<file path="src/hdl/msq_pkg.sv">
`timescale 1ns / 1ps

package msq_pkg;

  // queue geometry
  localparam int QUEUE_DEPTH = 16;
  localparam int TOKEN_COUNT = 4;
  localparam int PTR_W       = (QUEUE_DEPTH > 1) ? $clog2(QUEUE_DEPTH) : 1;
  localparam int CNT_W       = $clog2(QUEUE_DEPTH + 1);
  localparam int SUM_W       = CNT_W + 1;
  localparam int TOK_W       = (TOKEN_COUNT > 1) ? $clog2(TOKEN_COUNT) : 1;
  localparam int RV_DEPTH    = QUEUE_DEPTH * TOKEN_COUNT;
  localparam int RV_AW       = (RV_DEPTH > 1) ? $clog2(RV_DEPTH) : 1;

  // datapath widths
  localparam int ADDR_W      = 64;
  localparam int DIV_CNT_W   = $clog2(ADDR_W + 1);
  localparam int FIFO_DEPTH  = 2;
  localparam int FIFO_PTR_W  = (FIFO_DEPTH > 1) ? $clog2(FIFO_DEPTH) : 1;
  localparam int FIFO_CNT_W  = $clog2(FIFO_DEPTH + 1);

  // status codes on the result
  localparam logic [1:0] ST_OK    = 2'd0;
  localparam logic [1:0] ST_FULL  = 2'd1;
  localparam logic [1:0] ST_EMPTY = 2'd2;

  // function codes on the input
  typedef enum logic [2:0] {
    FN_CLEAR = 3'd0,
    FN_PUSH  = 3'd1,
    FN_POP   = 3'd2,
    FN_REL   = 3'd3,
    FN_ACQ   = 3'd4,
    FN_CHECK = 3'd5
  } func_e;

  // classified operation handed to the back end
  typedef enum logic [2:0] {
    OP_NOP,
    OP_CLEAR,
    OP_PUSH,
    OP_POP,
    OP_REL,
    OP_ACQ,
    OP_CHK
  } op_e;

  typedef struct packed {
    op_e               op;
    logic [TOK_W-1:0]  tok;
    logic [63:0]       base;
    logic [63:0]       stride;
    logic [63:0]       pc;
    logic [15:0]       rows;
    logic [15:0]       cols;
    logic [1:0]        esz;
    logic              tr;
    logic [63:0]       tval;
    logic [63:0]       lstart;
    logic [63:0]       lend;
  } cmd_t;

  typedef struct packed {
    logic        conflict;
    logic [4:0]  occupancy;
    logic        is_empty;
    logic [1:0]  status;
    logic [63:0] head_base;
    logic [63:0] head_stride;
    logic [63:0] head_pc;
    logic [15:0] head_rows;
    logic [15:0] head_columns;
    logic [1:0]  head_elem_size;
    logic        head_transposed;
  } res_t;

  // back end sequencer states
  typedef enum logic [4:0] {
    S_IDLE,
    S_EXEC,
    S_REL,
    S_ACQ_RD,
    S_ACQ_CMP,
    S_C_RD,
    S_C_LD,
    S_C_M0,
    S_C_M1,
    S_C_M2,
    S_C_M3,
    S_C_DIV,
    S_C_CHK,
    S_C_R0,
    S_C_R1,
    S_C_R2,
    S_C_R3,
    S_C_R4,
    S_FIN_RD,
    S_FIN_WR
  } state_e;

  // slot index of head plus offset, modulo the queue depth
  function automatic logic [PTR_W-1:0] wrap_add(input logic [PTR_W-1:0] h,
                                                input logic [CNT_W-1:0] off);
    logic [SUM_W-1:0] s;
    s = SUM_W'(h) + SUM_W'(off);
    if (s >= SUM_W'(QUEUE_DEPTH)) begin
      s = s - SUM_W'(QUEUE_DEPTH);
    end
    return s[PTR_W-1:0];
  endfunction

endpackage

</file>
<file path="src/hdl/msq_cmd_fifo.sv">
`timescale 1ns / 1ps

module msq_cmd_fifo import msq_pkg::*; (
  input  logic clk_i,
  input  logic rst_ni,
  input  logic push_i,
  input  cmd_t push_data_i,
  output logic full_o,
  input  logic pop_i,
  output logic valid_o,
  output cmd_t pop_data_o
);

  cmd_t                  mem_q [FIFO_DEPTH];
  logic [FIFO_PTR_W-1:0] wr_q, rd_q;
  logic [FIFO_CNT_W-1:0] cnt_q;

  assign full_o     = cnt_q == FIFO_CNT_W'(FIFO_DEPTH);
  assign valid_o    = cnt_q != '0;
  assign pop_data_o = mem_q[rd_q];

  function automatic logic [FIFO_PTR_W-1:0] nxt(input logic [FIFO_PTR_W-1:0] p);
    return (p == FIFO_PTR_W'(FIFO_DEPTH - 1)) ? '0 : p + 1'b1;
  endfunction

  // pointers and fill count
  always_ff @(posedge clk_i or negedge rst_ni) begin
    if (!rst_ni) begin
      wr_q  <= '0;
      rd_q  <= '0;
      cnt_q <= '0;
    end else begin
      if (push_i) wr_q <= nxt(wr_q);
      if (pop_i)  rd_q <= nxt(rd_q);
      if (push_i && !pop_i)      cnt_q <= cnt_q + 1'b1;
      else if (!push_i && pop_i) cnt_q <= cnt_q - 1'b1;
    end
  end

  // storage
  always_ff @(posedge clk_i) begin
    if (push_i) mem_q[wr_q] <= push_data_i;
  end

endmodule

</file>
<file path="config.mk">
export PLATFORM = sky130hd
export DESIGN_NAME = msq_cmd_fifo
export DESIGN_NICKNAME = d
export VERILOG_FILES = /design/src/hdl/msq_pkg.sv /design/src/hdl/msq_cmd_fifo.sv
export SDC_FILE = /design/constraint.sdc
export NUM_CORES = 1
export LEC_CHECK = 0
export BUFFER_PORTS_ARGS = -buffer_cell sky130_fd_sc_hd__buf_2
export CORE_AREA = 5 5 333 335
export DETAILED_ROUTE_END_ITERATION = 7
export DIE_AREA = 0 0 338 340
export PLACE_DENSITY = 0.5
export SYNTH_ARGS = -nofsm -noshare
export SYNTH_HDL_FRONTEND = slang
export SYNTH_SLANG_ARGS = --single-unit
</file>
<file path="constraint.sdc">
create_clock -name clk_i -period 44.2 [get_ports clk_i]
set_clock_uncertainty 0.15 [all_clocks]
set_input_delay 6.63 -clock clk_i [delete_from_list [all_inputs] [get_ports clk_i]]
set_output_delay 6.63 -clock clk_i [all_outputs]
set_load 0.05 [all_outputs]
</file>
==> flow_summary.json <==
{
  "grt_pass1_wl_um": 111100,
  "fin_crit_sh": 0.2675,
  "slew_headroom": 0.2244,
  "finish.utilization": 0.3743,
  "setup_viol": 0,
  "cp-start-kind": "flop",
  "syn-num-nets": 1764,
  "syn_inst": 1335,
  "dr.pass1.iters": 5,
  "cts.sinks": 852,
  "dieArea_mm2": 0.1149,
  "grt.busiest_layer": "met2",
  "cap_violations": 0,
  "synthTopCellsByArea": "edfxtp_1 (80%), mux2_4 (9.5%), mux2_2 (6.2%)",
  "synth_enable_flop_cells": 848,
  "fp.dieW_um": 338,
  "use_met2": 0.2335,
  "required_ns": 37.42,
  "initial_core_util": 0.2937,
  "drc_errors": 0,
  "synth-seq-area-share": 0.8075,
  "dp_slack_ns": 32.89,
  "holdWs_ns": 0.3332,
  "cts_tree": "built",
  "port_buffers": 853,
  "avgSynthCellArea_um2": 23.71,
  "clockPowerShare": 0.234,
  "post-cts-setup-buffers": 0,
  "rsz0062_at_grt": "false",
  "seq_area_mm2": 0.02557,
  "power.density_mw_per_mm2": 77.36,
  "cts-resized-gates": 0,
  "ys.flop_type": "edfxtp_1",
  "ys_seq_elements": 852,
  "dp_hpwl_um": 57480,
  "max_freq_mhz": 84.58,
  "worstMarginPinSlew_ns": 1.163,
  "rows": 121,
  "htree_levels": 3,
  "p_leak_nw": 15.44,
  "placedCellCount": 3571,
  "p_sw_frac": 0.4051,
  "via_count": 15931,
  "synth_commonest_cells": "edfxtp_1 (848), mux2_4 (200), mux2_2 (174), mux2_1 (50), buf_6 (19)",
  "multiInputGateArea_mm2": 0.005620,
  "use_met1": 0.1304,
  "setup_tns_ns": 0,
  "clk_pin_slew_worst_paths_ns": 0.05,
  "status": "complete, no violations",
  "synthArstFlopShare": 0.004695,
  "area_growth_pct": 27.44,
  "synth_area_mm2": 0.03166,
  "routabilityCongestion": 0.7757,
  "final_antenna_net_count": 0,
  "worstSetupPathType": "reg2out",
  "grt_pass1_vias": 17244,
  "via_per_inst": 4.228,
  "hold_violations": 0,
  "ios": 854,
  "critPathArrivalTime_ns": 5.04,
  "comb_power_share": 0.408,
  "crit_fanout": 72,
  "final.min_clock_period_ns": 11.82,
  "grt_max_degree": 138,
  "ys_types": 17,
  "irDropWorstVdd_mv": 0.04739,
  "grt_overflow_total": 0,
  "final_cells": 3768,
  "numCtsBuffers": 92,
  "drtIter0Drc": 770,
  "synth_top_area_share": 0.8044,
  "die_h_um": 340,
  "power_frac_seq": 0.359,
  "clockBufferDepth": 3,
  "fillCellCount": 10073,
  "clk_latency_ns": 0.64,
  "antenna_found_initial": 49,
  "switchingPower_mw": 1.264,
  "cp-end-kind": "output port",
  "groute.layer.met3.usage": 0.06280,
  "internal_power_mw": 1.857,
  "grt_usage": 0.1299,
  "cts_hold_buf": 0,
  "core_mm2": 0.1078,
  "synth_largest_area_cell": "edfxtp_1",
  "routed_wl_um": 78620,
  "worst_slack_ns": 32.38,
  "cts_root_buf": "clkbuf_16",
  "synth_most_common_cell": "edfxtp_1",
  "drive_above_1_share": 0.5905,
  "hp-class": "reg2reg",
  "slew_violations": 0,
  "finalNetCount": 2680,
  "wl_per_cell_um": 20.86,
  "ys_warn_count": 0
}
cell families after synthesis:
group	count (synthesis)	synth area share
muxes	424	0.1745
and+or+nand+nor	5	0.0009091
DFF	852	0.8075
buffers and inverters	48	0.01526
adders and majority gates	1	0.0003952
xor gates and xnor gates	5	0.001383
routing by layer:
layer	vias to the layer above	wire length, um
met5	-	268
met4	42	1763
met3	151	8614
met2	613	41190
met1	7884	26780
li1	7241	-
stage by stage:
step           total power [mW]  cell area (um2)
6_report                  3.121            40340
3_3_place_gp              2.421            37380
2_1_floorplan             2.250            31660
4_1_cts                   3.175            40270
5_1_grt                   3.251            40310
3_5_place_dp              2.432            37380
flip-flops by register name, indices dropped and copies added (netlist names):
signal	count
mem_q	848
cnt_q	2
wr_q	1
rd_q	1
path summary, 6_finish.rpt:
kind                                         to  slack, ns      from  cells past startpoint
worst max-delay path            pop_data_o[340]      32.38      rd_q                      5
worst min-delay path                   cnt_q[1]       0.33  cnt_q[1]                      1
worst max register to register    mem_q[1][156]      39.90      wr_q                      4
worst min register to register         cnt_q[1]       0.33  cnt_q[1]                      1
max in group asynchronous                  rd_q      38.12    rst_ni                      1
min in group asynchronous                  wr_q       5.63    rst_ni                      1
cell type report:
| cell class | instances | area share |
|---|---|---|
| inverter | 1 | 0.00009304 |
| tap | 1414 | 0.04385 |
| clock inverter | 55 | 0.01200 |
| sequential | 852 | 0.6337 |
| multi-input combinational | 435 | 0.1393 |
| antenna | 29 | 0.001799 |
| clock buffer | 113 | 0.05979 |
| timing repair buffer | 869 | 0.1094 |
critical path, stage by stage, from the launching register on:
cell and delay (ns):
dfrtp_4 1.07, buf_4 0.82, buf_4 0.89, buf_4 0.85, mux2_4 0.36, buf_2 0.21
cells in the final DEF (no fill, tap or decap), drive strengths merged:
master,netlist,layout
clkinv,0,41
xnor2,1,1
clkbuf,0,113
clkinvlp,0,3
ha,1,1
or2,1,1
buf,47,869
bufinv,0,7
diode,0,29
and2,1,1
inv,1,5
nor2,1,1
edfxtp,848,848
xor2,4,4
nor2b,2,2
dfrtp,4,4
mux2,424,424
power groups by stage:
stage               combinational [mW]  clock, mW  sequential (mW)
floorplan                         1.03          0             1.22
global placement                  1.29          0             1.13
detailed placement                1.29          0             1.14
CTS                               1.30      0.757             1.12
global route                      1.33      0.791             1.13
finish                            1.27      0.730             1.12
(Power assumes the default switching activity.)
