`config.mk`:
```
export PLATFORM = sky130hd
export DESIGN_NAME = msq_front
export DESIGN_NICKNAME = d
export VERILOG_FILES = /design/src/hdl/msq_pkg.sv /design/src/hdl/msq_front.sv
export SDC_FILE = /design/constraint.sdc
export NUM_CORES = 1
export LEC_CHECK = 0
export BUFFER_PORTS_ARGS = -buffer_cell sky130_fd_sc_hd__buf_2
export CORE_AREA = 2 2 310 312
export DETAILED_ROUTE_END_ITERATION = 8
export DIE_AREA = 0 0 312 314
export PLACE_DENSITY = 0.35
export SYNTH_ARGS = -nofsm -noshare
export SYNTH_HDL_FRONTEND = slang
export SYNTH_SLANG_ARGS = --single-unit
```
`constraint.sdc`:
```
create_clock -name vclk -period 6.3
set_input_delay 0.945 -clock vclk [all_inputs]
set_output_delay 0.945 -clock vclk [all_outputs]
set_load 0.05 [all_outputs]
```
`src/hdl/msq_pkg.sv`:
```
`timescale 1ns / 1ps

package msq_pkg;

  // queue geometry
  localparam int QUEUE_DEPTH = 16;
  localparam int TOKEN_COUNT = 4;
  localparam int PTR_W       = (QUEUE_DEPTH > 1) ? $clog2(QUEUE_DEPTH) : 1;
  localparam int CNT_W       = $clog2(QUEUE_DEPTH + 1);
  localparam int SUM_W       = CNT_W + 1;
  localparam int TOK_W       = (TOKEN_COUNT > 1) ? $clog2(TOKEN_COUNT) : 1;
  localparam int RV_DEPTH    = QUEUE_DEPTH * TOKEN_COUNT;
  localparam int RV_AW       = (RV_DEPTH > 1) ? $clog2(RV_DEPTH) : 1;

  // datapath widths
  localparam int ADDR_W      = 64;
  localparam int DIV_CNT_W   = $clog2(ADDR_W + 1);
  localparam int FIFO_DEPTH  = 2;
  localparam int FIFO_PTR_W  = (FIFO_DEPTH > 1) ? $clog2(FIFO_DEPTH) : 1;
  localparam int FIFO_CNT_W  = $clog2(FIFO_DEPTH + 1);

  // status codes on the result
  localparam logic [1:0] ST_OK    = 2'd0;
  localparam logic [1:0] ST_FULL  = 2'd1;
  localparam logic [1:0] ST_EMPTY = 2'd2;

  // function codes on the input
  typedef enum logic [2:0] {
    FN_CLEAR = 3'd0,
    FN_PUSH  = 3'd1,
    FN_POP   = 3'd2,
    FN_REL   = 3'd3,
    FN_ACQ   = 3'd4,
    FN_CHECK = 3'd5
  } func_e;

  // classified operation handed to the back end
  typedef enum logic [2:0] {
    OP_NOP,
    OP_CLEAR,
    OP_PUSH,
    OP_POP,
    OP_REL,
    OP_ACQ,
    OP_CHK
  } op_e;

  typedef struct packed {
    op_e               op;
    logic [TOK_W-1:0]  tok;
    logic [63:0]       base;
    logic [63:0]       stride;
    logic [63:0]       pc;
    logic [15:0]       rows;
    logic [15:0]       cols;
    logic [1:0]        esz;
    logic              tr;
    logic [63:0]       tval;
    logic [63:0]       lstart;
    logic [63:0]       lend;
  } cmd_t;

  typedef struct packed {
    logic        conflict;
    logic [4:0]  occupancy;
    logic        is_empty;
    logic [1:0]  status;
    logic [63:0] head_base;
    logic [63:0] head_stride;
    logic [63:0] head_pc;
    logic [15:0] head_rows;
    logic [15:0] head_columns;
    logic [1:0]  head_elem_size;
    logic        head_transposed;
  } res_t;

  // back end sequencer states
  typedef enum logic [4:0] {
    S_IDLE,
    S_EXEC,
    S_REL,
    S_ACQ_RD,
    S_ACQ_CMP,
    S_C_RD,
    S_C_LD,
    S_C_M0,
    S_C_M1,
    S_C_M2,
    S_C_M3,
    S_C_DIV,
    S_C_CHK,
    S_C_R0,
    S_C_R1,
    S_C_R2,
    S_C_R3,
    S_C_R4,
    S_FIN_RD,
    S_FIN_WR
  } state_e;

  // slot index of head plus offset, modulo the queue depth
  function automatic logic [PTR_W-1:0] wrap_add(input logic [PTR_W-1:0] h,
                                                input logic [CNT_W-1:0] off);
    logic [SUM_W-1:0] s;
    s = SUM_W'(h) + SUM_W'(off);
    if (s >= SUM_W'(QUEUE_DEPTH)) begin
      s = s - SUM_W'(QUEUE_DEPTH);
    end
    return s[PTR_W-1:0];
  endfunction

endpackage

```
`src/hdl/msq_front.sv`:
```
`timescale 1ns / 1ps

module msq_front import msq_pkg::*; (
  input  logic        in_valid_i,
  output logic        in_ready_o,
  input  logic [2:0]  func_i,
  input  logic [63:0] base_addr_i,
  input  logic [63:0] row_stride_i,
  input  logic [15:0] rows_i,
  input  logic [15:0] columns_i,
  input  logic [1:0]  elem_size_log2_i,
  input  logic        transposed_i,
  input  logic [63:0] instr_pc_i,
  input  logic [1:0]  token_i,
  input  logic [63:0] token_value_i,
  input  logic [63:0] load_addr_i,
  input  logic [6:0]  load_len_i,
  input  logic        fifo_full_i,
  output logic        push_o,
  output cmd_t        cmd_o
);

  logic tok_ok;

  assign tok_ok     = int'(token_i) < TOKEN_COUNT;
  assign in_ready_o = !fifo_full_i;
  assign push_o     = in_valid_i && !fifo_full_i;

  // classify the beat; unusable tokens turn token ops into no-ops
  always_comb begin
    cmd_o        = '0;
    cmd_o.tok    = TOK_W'(token_i);
    cmd_o.base   = base_addr_i;
    cmd_o.stride = row_stride_i;
    cmd_o.pc     = instr_pc_i;
    cmd_o.rows   = rows_i;
    cmd_o.cols   = columns_i;
    cmd_o.esz    = elem_size_log2_i;
    cmd_o.tr     = transposed_i;
    cmd_o.tval   = token_value_i;
    cmd_o.lstart = load_addr_i;
    cmd_o.lend   = load_addr_i + 64'(load_len_i) - 64'd1;
    case (func_e'(func_i))
      FN_CLEAR: cmd_o.op = OP_CLEAR;
      FN_PUSH:  cmd_o.op = OP_PUSH;
      FN_POP:   cmd_o.op = OP_POP;
      FN_REL:   cmd_o.op = tok_ok ? OP_REL : OP_NOP;
      FN_ACQ:   cmd_o.op = tok_ok ? OP_ACQ : OP_NOP;
      FN_CHECK: cmd_o.op = OP_CHK;
      default:  cmd_o.op = OP_NOP;
    endcase
  end

endmodule

```
==> PnR_summary.wiki <==
{| class="wikitable"
! Metric !! Value
|-
| DRC Markers || 0
|-
| Setup violations, final || 0
|-
| CP peak stage delay || 0.45 ns
|-
| Number of warnings reported in the yosys synthesis log || 0
|-
| Gp weighted congestion || 0.7320
|-
| Overall Global Routing Usage || 6.852%
|-
| Fill cell count || 11,359
|-
| Post-CTS setup buffer count || 0
|-
| Cell row count || 113
|-
| First-iteration detailed-routing DRC count || 275
|-
| Nets || 1,299
|-
| Element type at the critical path start || primary input
|-
| Number of detailed-routing iterations run before antenna repair || 4
|-
| Switching share of power || 75.78%
|-
| Post-route fraction of the period consumed by the critical path || 86.48%
|-
| Resized cells post-CTS || 0
|-
| Initial core utilization || 7.415%
|-
| Run status || finished clean
|-
| Detailed-route vias per instance || 2.778
|-
| Final core utilization || 7.244%
|-
| Critical path cell sequence || buf_2 > inv_1 > ha_1 > inv_1 > ha_1 > fa_1 > a211oi_1 > o211ai_1 > a21oi_1 > a211oi_2 > nor3_1 > buf_4 > o211ai_2 > a31oi_1 > xnor2_1 > buf_2
|-
| Share of final-layout standard cells stronger than drive strength 1 || 27.16%
|-
| Post-Syn Nets || 1,470
|-
| Worst IR drop on VDD || 0.00003784 V
|-
| Count of port buffers added during placement || 209
|-
| Actual transition at the worst max-transition pin || 0.8355 ns
|-
| Hold violation total from the final report || 0
|-
| Unrepaired setup endpoints after global routing || no
|-
| Synth-to-Final Area Change || -2.305%
|-
| Slowest cell on crit path || a31oi_1
|-
| P_leak || 2.920 nW
|-
| Total Power || 0.001171 W
|-
| Worst path arrival time || 4.50 ns
|-
| Total Neg Setup Slack || 0 ns
|-
| Sequential element share of the synthesized area || 0%
|-
| Number of global-route vias before repair || 5,874
|-
| Detailed-placement wirelength estimate || 33,100 microns
|-
| Global-route wire length before repair || 47,370 microns
|-
| Per-instance average area after synthesis || 6.792 sq um
|-
| Overall via count from detail_route || 5,906
|-
| Pin count of the biggest net entering global routing || 12
|-
| Switching power || 0.0008872 W
|-
| Post-CTS Hold Buffers || 0
|-
| Min Tclk post-route || 5.448 ns
|-
| Total die area || 0.09797 sq mm
|-
| Initial antenna violation count || 5
|-
| Maximum clock frequency || 183.6 MHz
|-
| Number of antenna-violating nets in the routed design || 0
|-
| Die Width || 312 microns
|-
| Internal portion of total power || 0.0002836 W
|-
| DP Cell Count || 2,123
|-
| Grt total ovfl || 0
|-
| Critical path capture point type || output pin
|-
| Type of the setup path with the least slack || primary input to output pin
|-
| Logic gate share of total power || 100.0%
|-
| Areal power density over the cells || 171.1 mW/mm^2
|-
| Headroom to the max-slew limit || 43.71%
|-
| Clock tree buffer count of the final layout || 0
|-
| I/O pin count || 795
|-
| Wire length reported by the detailed router || 36,420 microns
|-
| Crit path required time || 5.35 ns
|-
| Placeable core area || 0.09445 sq mm
|-
| Routed length per instance || 17.13 microns
|-
| Max Fanout on Critical Path || 4
|-
| Post-route non-filler standard cell count || 2,126
|-
| Distinct cell type count after synthesis || 69
|-
| Portion of total power attributed to the clock network || 0%
|-
| Slew Viols, Final || 0
|-
| Launch point of the critical path || load_addr_i[1]
|-
| Area occupied by registers || 0 sq um
|-
| Critical hold path startpoint || columns_i[12]
|-
| Syn Inst Count || 1,031
|-
| Die boundary height || 314 microns
|-
| Multi-input combinational cell area || 0.003811 sq mm
|-
| Max cap viols || 0
|-
| Sequential share of power || 0%
|-
| Combined area of all synthesized cells || 0.007003 sq mm
|-
| Worst hold-check path type || primary input to output pin
|-
| Sequential cell count of the final layout || 0
|}
==> synth_stat cells, types with 9 or more instances <==
library cell	instances	area (sq um)
buf_4	358	2688
inv_1	103	386.6
a21oi_1	85	425.4
ha_1	69	863.3
nand2_1	56	210.2
nor2_1	42	157.7
o21ai_0	38	190.2
xnor2_1	38	332.8
nand4_1	21	131.4
a21o_1	20	150.1
xor2_1	19	166.4
nor3_1	12	60.06
o21a_1	12	90.09
buf_2	11	55.05
clkbuf_1	11	41.29
nand3_1	11	55.05
o211ai_1	11	82.58
o21bai_1	10	75.07
nand2b_1	9	56.30
==> per-stage QoR <==
stage	worst slack, ns	instance area [sq um]	hold slack (ns)
detailed placement	0.8357	6834	1.890
finish	0.8519	6842	1.890
global route	0.4671	6834	1.890
CTS	0.7981	6834	1.890
global placement	0.8095	6834	1.890
floorplan	1.010	7003	2.057
==> per-layer routing <==
metal	track usage, %	wire length [microns]	vias up
met2	10.72	15730	455
met4	2.622	1586	2
li1	-	-	2747
met1	7.777	14330	2572
met5	0	13	-
met3	3.762	4764	130
==> critical path, delay by kind of cell <==
| kind | cells | cell delay [ns] |
|---|---|---|
| AOI/OAI and AO/OA | 6 | 1.62 |
| buffers and inverters | 5 | 0.64 |
| and+or+nand+nor | 1 | 0.21 |
| xor gates and xnor gates | 1 | 0.18 |
| adders and majority gates | 3 | 0.91 |
==> cells in the final DEF, fill, tap and decap left out, types with 5 or more instances in the layout <==
cell,n
xnor2_1,38
o21bai_1,10
o211ai_1,11
nor2_1,42
nor3_1,12
nand4_1,21
a211oi_1,5
ha_1,69
nand3_1,11
buf_2,209
nand2b_1,9
nand2_1,56
nor2b_1,6
o21ai_0,38
o21ai_1,5
inv_1,103
a21o_1,20
a21oi_1,85
o21a_1,12
or2_2,5
a31oi_1,7
xor2_1,19
==> power groups by stage <==
stage	Combinational, W	Sequential [W]	Clock, W
6_report	0.00117	0	0.0000000000278
5_1_grt	0.00127	0	0
4_1_cts	0.00121	0	0
3_5_place_dp	0.00121	0	0
3_3_place_gp	0.00121	0	0
2_1_floorplan	0.00135	0	0
==> final timing paths <==
kind	slack (ns)	endpoint	cells past startpoint
min	1.89	cmd_o[207]	0
max	0.85	cmd_o[63]	16
==> layout make-up <==
cell class                      instances  share of cell area (%)
Multi-Input combinational cell        545                   55.71
Inverter                              103                   5.651
Antenna cell                            3                  0.1097
Timing Repair Buffer                  210                   15.40
Tap cell                             1265                   23.13
==> logic make-up (layout without fill, tap and decap cells) <==
kind of cell    Yosys count  count (layout)  synth area share [%]
compound gates          226             226                 20.82
mux                       2               2                0.3573
fa+ha+maj                70              70                 12.61
xor+xnor                 57              57                 7.129
buf+inv                 486             313                 45.58
other cells               0               3                     0
simple gates            190             190                 13.51
Note: power is estimated with default switching activity, not from simulation.
